**src/hdl/iqpm_pkg.sv**
```systemverilog
`default_nettype none

package iqpm_pkg;

    localparam int SUM_W       = 48;
    localparam int RSSI_W      = 16;
    localparam int CNT_OUT_W   = 17;
    // 10*log10(2) in Q.16, scales a log2 difference into dB.
    localparam int DB_PER_LOG2 = 197283;

    localparam logic signed [RSSI_W-1:0] OFFSET_RESET = -16'sd10625;
    localparam logic signed [RSSI_W-1:0] RSSI_MAX     = 16'sh7fff;
    localparam logic signed [RSSI_W-1:0] RSSI_MIN     = 16'sh8000;

    // Buffer information that travels alongside the log2 pipelines.
    typedef struct packed {
        logic                 valid;
        logic                 zero;
        logic [CNT_OUT_W-1:0] count;
    } side_t;

    typedef struct packed {
        logic [RSSI_W-1:0]    rssi;
        logic [CNT_OUT_W-1:0] count;
        logic                 zero;
    } result_t;

    // round(65536 * log2(1 + k/16)) for k = 0..16.
    function automatic logic [16:0] log_tab(input logic [4:0] k);
        logic [16:0] val;
        case (k)
            5'd0:    val = 17'd0;
            5'd1:    val = 17'd5732;
            5'd2:    val = 17'd11136;
            5'd3:    val = 17'd16248;
            5'd4:    val = 17'd21098;
            5'd5:    val = 17'd25711;
            5'd6:    val = 17'd30109;
            5'd7:    val = 17'd34312;
            5'd8:    val = 17'd38336;
            5'd9:    val = 17'd42196;
            5'd10:   val = 17'd45904;
            5'd11:   val = 17'd49472;
            5'd12:   val = 17'd52911;
            5'd13:   val = 17'd56229;
            5'd14:   val = 17'd59434;
            5'd15:   val = 17'd62534;
            5'd16:   val = 17'd65536;
            default: val = 17'd0;
        endcase
        return val;
    endfunction

endpackage

`default_nettype wire

```
**src/hdl/iq_rssi_power_meter_unit.sv**
```systemverilog
// Average power meter for complex IQ samples. One sample is taken per clock unless stalled;
// each sample adds I*I+Q*Q to a 48-bit saturating sum and is counted. The sample flagged
// last_of_buffer closes the buffer and presents rssi_db = 10*log10(sum/count) plus offset_db
// in signed Q8.8, saturated, together with the sample count. Both logarithms come from a
// four-stage log2 unit (leading-one encode, normalize, table interpolation, combine) followed
// by a subtract, a constant multiply and a round/clamp stage. A zero sum reports -32768 with
// power_zero set. Once MAX_SAMPLES samples are counted, further samples are ignored until
// the closing one. Results queue in an output register plus a skid register, so the input
// keeps flowing while one result waits; sample_stall rises only when both hold results. Write
// offset_db through offset_we only while no buffer result is pending; it is not enforced.
`default_nettype none

module iq_rssi_power_meter_unit
    import iqpm_pkg::*;
#(
    parameter int MAX_SAMPLES = 65536,
    parameter int SAMPLE_BITS = 16
)
(
    input  wire logic        clk,
    input  wire logic        rst_n,
    input  wire logic        sample_valid,
    output logic             sample_stall,
    input  wire logic [15:0] i_sample,
    input  wire logic [15:0] q_sample,
    input  wire logic        last_of_buffer,
    output logic             result_valid,
    input  wire logic        result_stall,
    output logic [15:0]      rssi_db,
    output logic [16:0]      samples_averaged,
    output logic             power_zero,
    input  wire logic        offset_we,
    input  wire logic [15:0] offset_db
);

    localparam int CNT_W = $clog2(MAX_SAMPLES + 1);
    localparam int SLW   = $clog2(SUM_W) + 16;
    localparam int CLW   = ((CNT_W > 1) ? $clog2(CNT_W) : 1) + 16;

    logic                     advance;
    logic [SUM_W-1:0]         snap_sum;
    logic [CNT_W-1:0]         snap_count;
    side_t                    snap_side;
    logic [SLW-1:0]           sum_log;
    logic [CLW-1:0]           cnt_log;
    side_t                    side_pipe_reg [4];
    logic signed [RSSI_W-1:0] offset_reg;
    logic                     fin_valid;
    result_t                  fin;
    result_t                  out_data;

    always_ff @(posedge clk or negedge rst_n)
    begin
        if (!rst_n)
        begin
            offset_reg <= OFFSET_RESET;
        end
        else if (offset_we)
        begin
            offset_reg <= offset_db;
        end
    end

    // Buffer information waits here while the log2 units work.
    always_ff @(posedge clk or negedge rst_n)
    begin
        if (!rst_n)
        begin
            for (int k = 0; k < 4; k++)
            begin
                side_pipe_reg[k] <= '0;
            end
        end
        else if (advance)
        begin
            side_pipe_reg[0] <= snap_side;
            for (int k = 1; k < 4; k++)
            begin
                side_pipe_reg[k] <= side_pipe_reg[k-1];
            end
        end
    end

    iqpm_accum #(
        .SAMPLE_BITS (SAMPLE_BITS),
        .MAX_SAMPLES (MAX_SAMPLES),
        .CNT_W       (CNT_W)
    ) u_accum (
        .clk            (clk),
        .rst_n          (rst_n),
        .advance        (advance),
        .sample_valid   (sample_valid),
        .i_sample       (i_sample),
        .q_sample       (q_sample),
        .last_of_buffer (last_of_buffer),
        .snap_sum       (snap_sum),
        .snap_count     (snap_count),
        .snap_side      (snap_side)
    );

    iqpm_log2 #(
        .XW (SUM_W)
    ) u_log_sum (
        .clk     (clk),
        .advance (advance),
        .x       (snap_sum),
        .log_q16 (sum_log)
    );

    iqpm_log2 #(
        .XW (CNT_W)
    ) u_log_cnt (
        .clk     (clk),
        .advance (advance),
        .x       (snap_count),
        .log_q16 (cnt_log)
    );

    iqpm_db #(
        .SLW (SLW),
        .CLW (CLW)
    ) u_db (
        .clk       (clk),
        .rst_n     (rst_n),
        .advance   (advance),
        .sum_log   (sum_log),
        .cnt_log   (cnt_log),
        .side_in   (side_pipe_reg[3]),
        .offset    (offset_reg),
        .fin_valid (fin_valid),
        .fin       (fin)
    );

    iqpm_outq u_outq (
        .clk          (clk),
        .rst_n        (rst_n),
        .push_valid   (fin_valid),
        .push_data    (fin),
        .advance      (advance),
        .result_valid (result_valid),
        .result_stall (result_stall),
        .out_data     (out_data)
    );

    assign sample_stall     = !advance;
    assign rssi_db          = out_data.rssi;
    assign samples_averaged = out_data.count;
    assign power_zero       = out_data.zero;

endmodule

`default_nettype wire

```
**src/hdl/iqpm_accum.sv**
```systemverilog
`default_nettype none

module iqpm_accum
    import iqpm_pkg::*;
#(
    parameter int SAMPLE_BITS = 16,
    parameter int MAX_SAMPLES = 65536,
    parameter int CNT_W       = 17
)
(
    input  wire logic                   clk,
    input  wire logic                   rst_n,
    input  wire logic                   advance,
    input  wire logic                   sample_valid,
    input  wire logic [15:0]            i_sample,
    input  wire logic [15:0]            q_sample,
    input  wire logic                   last_of_buffer,
    output logic      [SUM_W-1:0]       snap_sum,
    output logic      [CNT_W-1:0]       snap_count,
    output side_t                       snap_side
);

    localparam int SQ_W = 2 * SAMPLE_BITS;

    logic                          in_valid_reg;
    logic                          in_last_reg;
    logic signed [SAMPLE_BITS-1:0] in_i_reg;
    logic signed [SAMPLE_BITS-1:0] in_q_reg;

    logic                          sq_valid_reg;
    logic                          sq_last_reg;
    logic        [SQ_W-1:0]        ii_reg;
    logic        [SQ_W-1:0]        qq_reg;
    logic signed [SQ_W-1:0]        ii_full;
    logic signed [SQ_W-1:0]        qq_full;

    logic        [SUM_W-1:0]       sum_reg;
    logic        [SUM_W-1:0]       sum_next;
    logic        [CNT_W-1:0]       cnt_reg;
    logic        [CNT_W-1:0]       cnt_next;
    logic                          room;
    logic        [SUM_W:0]         total;
    logic        [SUM_W-1:0]       add_sum;
    logic        [CNT_W-1:0]       add_cnt;
    logic        [CNT_W+16:0]      cnt_wide;

    logic                          snap_valid_reg;
    logic                          snap_zero_reg;
    logic        [CNT_OUT_W-1:0]   snap_cnt17_reg;
    logic        [SUM_W-1:0]       snap_sum_reg;
    logic        [CNT_W-1:0]       snap_cnt_reg;

    function automatic logic [SAMPLE_BITS-1:0] in_i_reg_src(input logic [15:0] word);
        return word[SAMPLE_BITS-1:0];
    endfunction

    always_ff @(posedge clk or negedge rst_n)
    begin
        if (!rst_n)
        begin
            in_valid_reg   <= 1'b0;
            sq_valid_reg   <= 1'b0;
            snap_valid_reg <= 1'b0;
            sum_reg        <= '0;
            cnt_reg        <= '0;
        end
        else
        begin
            if (advance)
            begin
                in_valid_reg   <= sample_valid;
                sq_valid_reg   <= in_valid_reg;
                snap_valid_reg <= sq_valid_reg & sq_last_reg;
            end
            sum_reg <= sum_next;
            cnt_reg <= cnt_next;
        end
    end

    // Only the low SAMPLE_BITS bits of each converter word carry the sample.
    always_ff @(posedge clk)
    begin
        if (advance)
        begin
            in_i_reg    <= in_i_reg_src(i_sample);
            in_q_reg    <= in_i_reg_src(q_sample);
            in_last_reg <= last_of_buffer;
            ii_reg      <= ii_full;
            qq_reg      <= qq_full;
            sq_last_reg <= in_last_reg;
        end
    end

    assign ii_full = SQ_W'(in_i_reg) * SQ_W'(in_i_reg);
    assign qq_full = SQ_W'(in_q_reg) * SQ_W'(in_q_reg);

    // Samples beyond a full buffer are dropped until the buffer is closed.
    always_comb
    begin
        room    = cnt_reg < CNT_W'(MAX_SAMPLES);
        total   = {1'b0, sum_reg} + (SUM_W+1)'(ii_reg) + (SUM_W+1)'(qq_reg);
        add_sum = room ? (total[SUM_W] ? {SUM_W{1'b1}} : total[SUM_W-1:0]) : sum_reg;
        add_cnt = room ? cnt_reg + CNT_W'(1) : cnt_reg;
        cnt_wide = (CNT_W+17)'(add_cnt);
        sum_next = sum_reg;
        cnt_next = cnt_reg;
        if (advance && sq_valid_reg)
        begin
            if (sq_last_reg)
            begin
                sum_next = '0;
                cnt_next = '0;
            end
            else
            begin
                sum_next = add_sum;
                cnt_next = add_cnt;
            end
        end
    end

    always_ff @(posedge clk)
    begin
        if (advance)
        begin
            snap_sum_reg   <= add_sum;
            snap_cnt_reg   <= add_cnt;
            snap_zero_reg  <= (add_sum == '0);
            snap_cnt17_reg <= cnt_wide[CNT_OUT_W-1:0];
        end
    end

    assign snap_sum        = snap_sum_reg;
    assign snap_count      = snap_cnt_reg;
    assign snap_side.valid = snap_valid_reg;
    assign snap_side.zero  = snap_zero_reg;
    assign snap_side.count = snap_cnt17_reg;

endmodule

`default_nettype wire

```
**src/hdl/iqpm_log2.sv**
```systemverilog
`default_nettype none

module iqpm_log2
    import iqpm_pkg::*;
#(
    parameter int XW = 48
)
(
    input  wire logic                  clk,
    input  wire logic                  advance,
    input  wire logic [XW-1:0]         x,
    output logic      [((XW > 1) ? $clog2(XW) : 1) + 15:0] log_q16
);

    localparam int EW = (XW > 1) ? $clog2(XW) : 1;
    localparam int LW = EW + 16;

    logic [XW-1:0]    x1_reg;
    logic [EW-1:0]    e1_reg;
    logic [XW+15:0]   norm;
    logic [EW-1:0]    e2_reg;
    logic [15:0]      m2_reg;
    logic [16:0]      base17;
    logic [16:0]      step17;
    logic [24:0]      prod;
    logic [EW-1:0]    e3_reg;
    logic [15:0]      base3_reg;
    logic [12:0]      frac3_reg;
    logic [16:0]      lo17;
    logic [LW-1:0]    log_reg;

    function automatic logic [EW-1:0] lead_one(input logic [XW-1:0] v);
        logic [EW-1:0] pos;
        pos = '0;
        for (int k = 0; k < XW; k++)
        begin
            if (v[k])
            begin
                pos = EW'(k);
            end
        end
        return pos;
    endfunction

    function automatic logic [EW-1:0] e2_src(input logic [EW-1:0] e);
        return e;
    endfunction

    // The 16 bits just below the leading one, zero-filled for small values.
    assign norm = {x1_reg, 16'h0000} >> e2_src(e1_reg);

    // Linear interpolation between table points on the top four mantissa bits.
    always_comb
    begin
        base17 = log_tab({1'b0, m2_reg[15:12]});
        step17 = log_tab({1'b0, m2_reg[15:12]} + 5'd1) - base17;
        prod   = 25'(step17[12:0]) * 25'(m2_reg[11:0]);
        lo17   = 17'(base3_reg) + 17'(frac3_reg);
    end

    always_ff @(posedge clk)
    begin
        if (advance)
        begin
            x1_reg    <= x;
            e1_reg    <= lead_one(x);
            e2_reg    <= e1_reg;
            m2_reg    <= norm[15:0];
            e3_reg    <= e2_reg;
            base3_reg <= base17[15:0];
            frac3_reg <= prod[24:12];
            log_reg   <= {e3_reg, lo17[15:0]};
        end
    end

    assign log_q16 = log_reg;

endmodule

`default_nettype wire

```
**src/hdl/iqpm_db.sv**
```systemverilog
`default_nettype none

module iqpm_db
    import iqpm_pkg::*;
#(
    parameter int SLW = 22,
    parameter int CLW = 21
)
(
    input  wire logic                     clk,
    input  wire logic                     rst_n,
    input  wire logic                     advance,
    input  wire logic [SLW-1:0]           sum_log,
    input  wire logic [CLW-1:0]           cnt_log,
    input  wire side_t                    side_in,
    input  wire logic signed [RSSI_W-1:0] offset,
    output logic                          fin_valid,
    output result_t                       fin
);

    localparam int D_W = ((SLW > CLW) ? SLW : CLW) + 1;
    localparam int P_W = D_W + 19;
    localparam int U_W = P_W - 24;
    localparam int Q_W = U_W + 1;

    localparam logic signed [18:0]    DB_K   = 19'(DB_PER_LOG2);
    localparam logic signed [P_W-1:0] HALF   = P_W'(1 << 23);
    localparam logic signed [Q_W-1:0] SAT_HI = Q_W'(RSSI_MAX);
    localparam logic signed [Q_W-1:0] SAT_LO = Q_W'(RSSI_MIN);

    logic signed [D_W-1:0]  d_next;
    logic signed [D_W-1:0]  d_reg;
    side_t                  side_d_reg;
    logic signed [P_W-1:0]  p_next;
    logic signed [P_W-1:0]  p_reg;
    side_t                  side_p_reg;
    logic signed [P_W-1:0]  rnd;
    logic signed [U_W-1:0]  u;
    logic signed [Q_W-1:0]  sum_q;
    logic        [RSSI_W-1:0] rssi_next;
    logic                   fin_valid_reg;
    result_t                fin_reg;

    assign d_next = $signed(D_W'(sum_log)) - $signed(D_W'(cnt_log));
    assign p_next = P_W'(d_reg) * P_W'(DB_K);

    // Round to nearest Q8.8, add the offset and clamp to 16 bits; a zero sum gives the floor.
    always_comb
    begin
        rnd   = p_reg + HALF;
        u     = $signed(rnd[P_W-1:24]);
        sum_q = Q_W'(u) + Q_W'(offset);
        if (side_p_reg.zero)
        begin
            rssi_next = RSSI_MIN;
        end
        else if (sum_q > SAT_HI)
        begin
            rssi_next = RSSI_MAX;
        end
        else if (sum_q < SAT_LO)
        begin
            rssi_next = RSSI_MIN;
        end
        else
        begin
            rssi_next = sum_q[RSSI_W-1:0];
        end
    end

    always_ff @(posedge clk or negedge rst_n)
    begin
        if (!rst_n)
        begin
            side_d_reg    <= '0;
            side_p_reg    <= '0;
            fin_valid_reg <= 1'b0;
        end
        else if (advance)
        begin
            side_d_reg    <= side_in;
            side_p_reg    <= side_d_reg;
            fin_valid_reg <= side_p_reg.valid;
        end
    end

    always_ff @(posedge clk)
    begin
        if (advance)
        begin
            d_reg         <= d_next;
            p_reg         <= p_next;
            fin_reg.rssi  <= rssi_next;
            fin_reg.count <= side_p_reg.count;
            fin_reg.zero  <= side_p_reg.zero;
        end
    end

    assign fin_valid = fin_valid_reg;
    assign fin       = fin_reg;

endmodule

`default_nettype wire

```
**src/hdl/iqpm_outq.sv**
```systemverilog
`default_nettype none

module iqpm_outq
    import iqpm_pkg::*;
(
    input  wire logic    clk,
    input  wire logic    rst_n,
    input  wire logic    push_valid,
    input  wire result_t push_data,
    output logic         advance,
    output logic         result_valid,
    input  wire logic    result_stall,
    output result_t      out_data
);

    logic    out_valid_reg;
    logic    out_valid_next;
    logic    skid_valid_reg;
    logic    skid_valid_next;
    result_t out_reg;
    result_t skid_reg;
    logic    push;
    logic    take;

    // The pipeline moves only while the skid register is empty.
    assign advance = !skid_valid_reg;
    assign push    = advance && push_valid;
    assign take    = out_valid_reg && !result_stall;

    always_comb
    begin
        out_valid_next  = out_valid_reg;
        skid_valid_next = skid_valid_reg;
        if (push)
        begin
            if (!out_valid_reg || take)
            begin
                out_valid_next = 1'b1;
            end
            else
            begin
                skid_valid_next = 1'b1;
            end
        end
        else if (take)
        begin
            if (skid_valid_reg)
            begin
                skid_valid_next = 1'b0;
            end
            else
            begin
                out_valid_next = 1'b0;
            end
        end
    end

    always_ff @(posedge clk or negedge rst_n)
    begin
        if (!rst_n)
        begin
            out_valid_reg  <= 1'b0;
            skid_valid_reg <= 1'b0;
        end
        else
        begin
            out_valid_reg  <= out_valid_next;
            skid_valid_reg <= skid_valid_next;
        end
    end

    always_ff @(posedge clk)
    begin
        if (push)
        begin
            if (!out_valid_reg || take)
            begin
                out_reg <= push_data;
            end
            else
            begin
                skid_reg <= push_data;
            end
        end
        else if (take && skid_valid_reg)
        begin
            out_reg <= skid_reg;
        end
    end

    assign result_valid = out_valid_reg;
    assign out_data     = out_reg;

endmodule

`default_nettype wire

```
**config.mk**
```make
export PLATFORM = sky130hd
export DESIGN_NAME = iq_rssi_power_meter_unit
export DESIGN_NICKNAME = d
export VERILOG_FILES = /design/src/hdl/iqpm_pkg.sv /design/src/hdl/iq_rssi_power_meter_unit.sv /design/src/hdl/iqpm_accum.sv /design/src/hdl/iqpm_log2.sv /design/src/hdl/iqpm_db.sv /design/src/hdl/iqpm_outq.sv
export SDC_FILE = /design/constraint.sdc
export NUM_CORES = 2
export LEC_CHECK = 0
export BUFFER_PORTS_ARGS = -buffer_cell sky130_fd_sc_hd__buf_4
export CORE_ASPECT_RATIO = 1.1
export CORE_MARGIN = 2
export CORE_UTILIZATION = 54
export DETAILED_ROUTE_END_ITERATION = 8
export GPL_ROUTABILITY_DRIVEN = 0
export PLACE_DENSITY = 0.71
export SLEW_MARGIN = 15
export SYNTH_ARGS = -nofsm -noshare
export SYNTH_HDL_FRONTEND = slang
export SYNTH_HIERARCHICAL = 1
export SYNTH_SLANG_ARGS = --single-unit
```
**constraint.sdc**
```tcl
create_clock -name clk -period 14.4 [get_ports clk]
set_input_delay 2.88 -clock clk [delete_from_list [all_inputs] [get_ports clk]]
set_output_delay 2.88 -clock clk [all_outputs]
set_load 0.03 [all_outputs]
```
# Word-level counts from Yosys, hierarchy flattened
# Memories as Yosys holds them, arrays and structs flattened. A register that Yosys moved wholly into a read port is not among the register bits.
# Cells that the tools add are included.
# word_totals
register_bits	763
romBits	1600
inputBits	54
out_inout_bits	36
memories	4
# op_classes
addsub	12
n_mul	5
order_cmp	3
eq_ne	3
shift	2
muxes	80
bitwise_logic	2
reduce_logical	19
# mem_list
name	words	word_bits	read_ports	rd_clocked_by_memory_dff	wr	line	rtl
(name not given)	32	17	1	0	0	iqpm_pkg.sv:31	case (k)
(name not given)	32	17	1	0	0	iqpm_pkg.sv:31	
(name not given)	16	16	1	1	0	iqpm_pkg.sv:31	
(name not given)	16	16	1	1	0	iqpm_pkg.sv:31	
# ops
operator	count
2-to-1 mux 48 bit	3
2-to-1 mux 4 bit	26
2-to-1 mux 34 bit	3
2-to-1 mux 5 bit	16
multiplier 16 x 16 -> 32 bit	2
>> shifter 64 x 6 -> 16 bit	1
multiplier 13 x 12 -> 25 bit	2
adder 48 x 32 -> 49 bit	1
adder 49 x 32 -> 49 bit	1
logical NOT 48 bit	1
adder 42 x 25 -> 42 bit (second input constant)	1
multiplier 23 x 19 -> 42 bit (second input constant)	1
2-to-1 mux 3 bit	12
2-to-1 mux 17 bit	2
>> shifter 33 x 5 -> 16 bit	1
adder 16 x 13 -> 16 bit	2
2-to-1 mux 16 bit	2
subtractor 13 bit	2
subtractor 22 x 21 -> 23 bit	1
adder 18 x 16 -> 19 bit	1
> comparator 19 x 16 -> 1 bit (second input constant)	1
less-than comparator 19 x 16 -> 1 bit (second input constant)	1
adder 17 x 1 -> 17 bit (second input constant)	1
less-than comparator 17 bit (second input constant)	1
16 further kinds	41

# Depth between registers and ports, before layout
# depth
ltp_word	46
depth_mapped	37
depth_no_buf	35

# Cells and area by module
# The synthesis kept the hierarchy.
# by_module_without_submodules
module	n_inst	cells_each	area_each_um2	seq_area_each_um2
iqpm_accum	1	2942	29498.3	6566.3
iqpm_log2 (u_log_sum)	1	1399	14183.6	4314.1
iqpm_db	1	1202	12608.3	3258.1
iqpm_log2 (u_log_cnt)	1	1203	11614.9	3263.1
iq_rssi_power_meter_unit	1	196	3554.7	2317.2
iqpm_outq	1	119	2706.3	2092.0

# Worst setup path before layout
# OpenSTA, ideal clock, no wires.
# synth_timing
kind	reg2out
from	register u_outq.skid_valid_reg
to	output sample_stall
t_arrival_ps	10693
required_ps	11520
setup_slack_ps	827
stages_incl_launch_ff	6
path_buffers	3
path_cell_list	dfrtp_1 inv_1 buf_6 buf_6 buf_6 inv_1
# synth_lines
item	line	rtl
start: declaration	iqpm_outq.sv:18	logic skid_valid_reg;
start signal: assignment	iqpm_outq.sv:68	skid_valid_reg <= skid_valid_next;
end: declaration	iq_rssi_power_meter_unit.sv:23	output logic sample_stall,
# No word-level cell between the ends.

# Final worst setup path
# layout_timing
from	register u_log_sum.m2_reg[12]
to	register u_log_sum.frac3_reg[12], data pin
# layout_via
elab_chain_len	4
# layout_rtl
item	line	rtl
start: declaration	iqpm_log2.sv:22	logic [15:0] m2_reg;
start signal: assignment	iqpm_log2.sv:68	m2_reg <= norm[15:0];
adder 4 x 1 -> 5 bit	iqpm_log2.sv:56	step17 = log_tab({1'b0, m2_reg[15:12]} + 5'd1) - base17;
memory (32 x 17 bit)	-	
subtractor 13 bit	iqpm_log2.sv:56	
multiplier 13 x 12 -> 25 bit	iqpm_log2.sv:57	prod = 25'(step17[12:0]) * 25'(m2_reg[11:0]);
via u_log_sum.prod[24]	iqpm_log2.sv:25	logic [24:0] prod;
end signal: assignment	iqpm_log2.sv:71	frac3_reg <= prod[24:12];
end: declaration	iqpm_log2.sv:28	logic [12:0] frac3_reg;
# The timed path passes the listed nets, and every way through them passes these cells.
# A chain may end at the register's enable or synchronous reset.

==> flow_metrics.env <==
export IMPL_cp_start_kind="register"
export IMPL_hold_path_class="reg2reg"
export IMPL_slew_headroom_pct=8.89
export IMPL_yosysWarnings=6
export IMPL_hold_viol=0
export IMPL_drt_wl_total_mm=170
export IMPL_grt_busiest_layer="met2"
export IMPL_rsz0062_at_grt="no"
export IMPL_final_max_slew_viol_count=0
export IMPL_dpl_hpwl_mm=133
export IMPL_postSynthAreaPerCell_um2=10.5
export IMPL_clkSinkCount=770
export IMPL_status="completed"
export IMPL_root_buffer="clkbuf_16"
export IMPL_reg2reg_from="u_log_sum/m2_reg[12]"
export IMPL_syn_nets=8580
export IMPL_cts_buffer_depth=3
export IMPL_cts_made_buffers=84
export IMPL_ys_async_sr_fraction_pct=26.1
export IMPL_synthFlopType="edfxtp_1"
export IMPL_routed_via_density=5.66
export IMPL_final_cell_mix="inv_1 (1319), fa_1 (822), ha_1 (643), nand2_1 (607), edfxtp_1 (537)"
export IMPL_cp_end_kind="register"
export IMPL_layout_commonest_cell="inv_1"
export IMPL_crit_path_frequent_cell="o21ai_0"
export IMPL_reg2reg_depth=35
export IMPL_clk_pin_slew_ns=0.07
export IMPL_htree_num_levels=3
export IMPL_syn2layout_area_growth_pct=6.64
export IMPL_core_um2=136000
export IMPL_grt_max_degree=114
export IMPL_fillerInstances=11300
export IMPL_seq_area_um2=21800
export IMPL_critPathMaxStageDelay_ns=0.64
export IMPL_start_util_pct=54.4
export IMPL_cts_setup_buffers=0
export IMPL_worstHoldStart="u_log_cnt/base17[15]"
export IMPL_ant_nets=0
export IMPL_grt_pass1_vias=52300
export IMPL_yosysSeqAreaShare_pct=29.4
export IMPL_r2r_setup_slack_ns=4.72
export IMPL_drt_iter0_drc=3235
export IMPL_die_x_um=357
export IMPL_finalCritPeriodShare_pct=67.2
export IMPL_portBuffers=89
export IMPL_crit_slowest_cell="edfxtp_1"
export IMPL_drt_wirelength_per_cell_um=19.2
export IMPL_dieArea_um2=140000
export IMPL_hold_depth=0
export IMPL_gr_usage_met1_pct=29.9
export IMPL_worst_setup_path_type="reg2reg"
export IMPL_max_clock_freq_mhz=103
export IMPL_r2r_end="u_log_sum/frac3_reg[12]"
export IMPL_synthDistinctLibCells=110
export IMPL_die_h_um=393
export IMPL_fin_nets=8535
export IMPL_multi_input_area_um2=46100
export IMPL_netlist_area_um2=74200
export IMPL_num_io_pins=90
export IMPL_grtUsageMet2_pct=43.9
export IMPL_synthCells=7061
export IMPL_ys_seq_elements=770
export IMPL_grt_pass1_wl_mm=276
export IMPL_post_cts_resized=0
export IMPL_grt_ovfl_total=0
export IMPL_finish_utilization_pct=58.0
export IMPL_grt_usage_pct=24.9
export IMPL_max_slew_worst_pin_slew_ns=1.33
export IMPL_setup_viol=0
export IMPL_finalClockSkew_ns=0.0532
export IMPL_worstSkewPairLatency_ns=0.71
export IMPL_drive_above_1_share_pct=8.74
export IMPL_min_to="u_log_cnt/base3_reg[15]"
export IMPL_num_vias=50300
export IMPL_layout_min_cycle_time_ns=9.68
export IMPL_met3_usage_pct=3.15
export IMPL_worstPathMaxFanout=17
export IMPL_cts_hold_fix_buffers=0
export IMPL_required_ns=14.84
export IMPL_synth_edff_count=537
export IMPL_max_cap_violations=0
export IMPL_row_count=142
export IMPL_crit_arrival_ns=10.12
export IMPL_tns_ns=0
export IMPL_route_detailed_drc=0
export IMPL_antenna_found_initial=0
export IMPL_cts_tree="yes"
export IMPL_largest_register_ffs=76
export IMPL_drt_first_pass_iters=6
-- how the worst max path moves through the flow --
stage,start,end,slack [ns],cells past startpoint
finish,u_log_sum/m2_reg[12],u_log_sum/frac3_reg[12],4.72,35
global route,u_log_sum/m2_reg[12],u_log_sum/frac3_reg[12],3.85,35
CTS,u_log_sum/m2_reg[12],u_log_sum/frac3_reg[10],4.78,35
detailed placement,u_log_sum/m2_reg[12],u_log_sum/frac3_reg[10],4.79,35
global placement,u_log_cnt/m2_reg[12],u_log_cnt/frac3_reg[12],5.07,32
floorplan,u_outq/skid_valid_reg,sample_stall,0.83,5
-- routing by layer --
| metal | up-vias | share of wire (%) |
|---|---|---|
| met3 | 421 | 4.9 |
| met2 | 1470 | 51 |
| met1 | 25100 | 39 |
| met4 | 0 | 5.4 |
| li1 | 23300 | - |
| met5 | - | 0 |
-- kinds of logic after synthesis --
family	count (synthesis)	share of synthesized area [%]
AND/OR/NAND/NOR	1540	9.87
AO/OA/AOI/OAI	1041	9.41
XOR/XNOR	307	3.63
buffers and inverters	1601	8.52
adder cells (fa/ha/maj)	1465	33.0
flip-flops	770	29.4
multiplexers	337	6.13
-- metrics by stage --
step	hold WS (ns)	std cells	setup slack (ns)	area, um^2
floorplan	0.386	7061	0.827	74200
global placement	0.387	8730	5.07	76200
detailed placement	0.394	8730	4.79	76200
CTS	0.406	8886	4.78	79100
global route	0.414	8886	3.85	79100
finish	0.409	8887	4.72	79100
-- worst max-delay path: cells and delay by family, from the launching register on --
kind | cells | cell delay, ns
adders and majority gates | 8 | 3.66
AOI/OAI and AO/OA | 15 | 3.13
xor gates and xnor gates | 3 | 0.75
buffers and inverters | 5 | 0.74
and+or+nand+nor | 4 | 0.50
DFF | 1 | 0.64
-- cell usage after synthesis, drive strengths merged, types with 33 or more instances --
master / number / area (um^2)
inv: 1324 / 4970
fa: 822 / 16500
ha: 643 / 8050
nand2: 610 / 2290
edfxtp: 537 / 16100
nor2: 305 / 1150
a21oi: 297 / 1540
xnor2: 221 / 1940
mux2: 205 / 2530
clkbuf: 189 / 711
dfrtp: 189 / 4730
and2: 179 / 1120
o21ai: 174 / 875
a21o: 86 / 647
xor2: 86 / 753
buf: 83 / 621
mux2i: 81 / 836
nor3: 75 / 385
nor2b: 74 / 463
nand3: 68 / 340
a22o: 57 / 499
mux4: 51 / 1180
nand2b: 51 / 322
a211oi: 46 / 358
a31oi: 46 / 288
o21bai: 43 / 327
nand4: 41 / 272
and3: 39 / 250
o21a: 35 / 263
o22ai: 33 / 213
-- layout make-up --
type / instances / share of cell area [%]
Tap cell: 1800 / 2.85
Clock inverter: 41 / 0.574
Sequential cell: 770 / 27.6
Inverter: 1329 / 6.32
Antenna cell: 1 / 0.00316
Timing Repair Buffer: 141 / 1.36
Clock buffer: 115 / 3.08
Multi-Input combinational cell: 4690 / 58.2
Power is left out: the tool's default activity adds up to more than one toggle a clock period on the data nets, which glitch-free logic cannot reach.
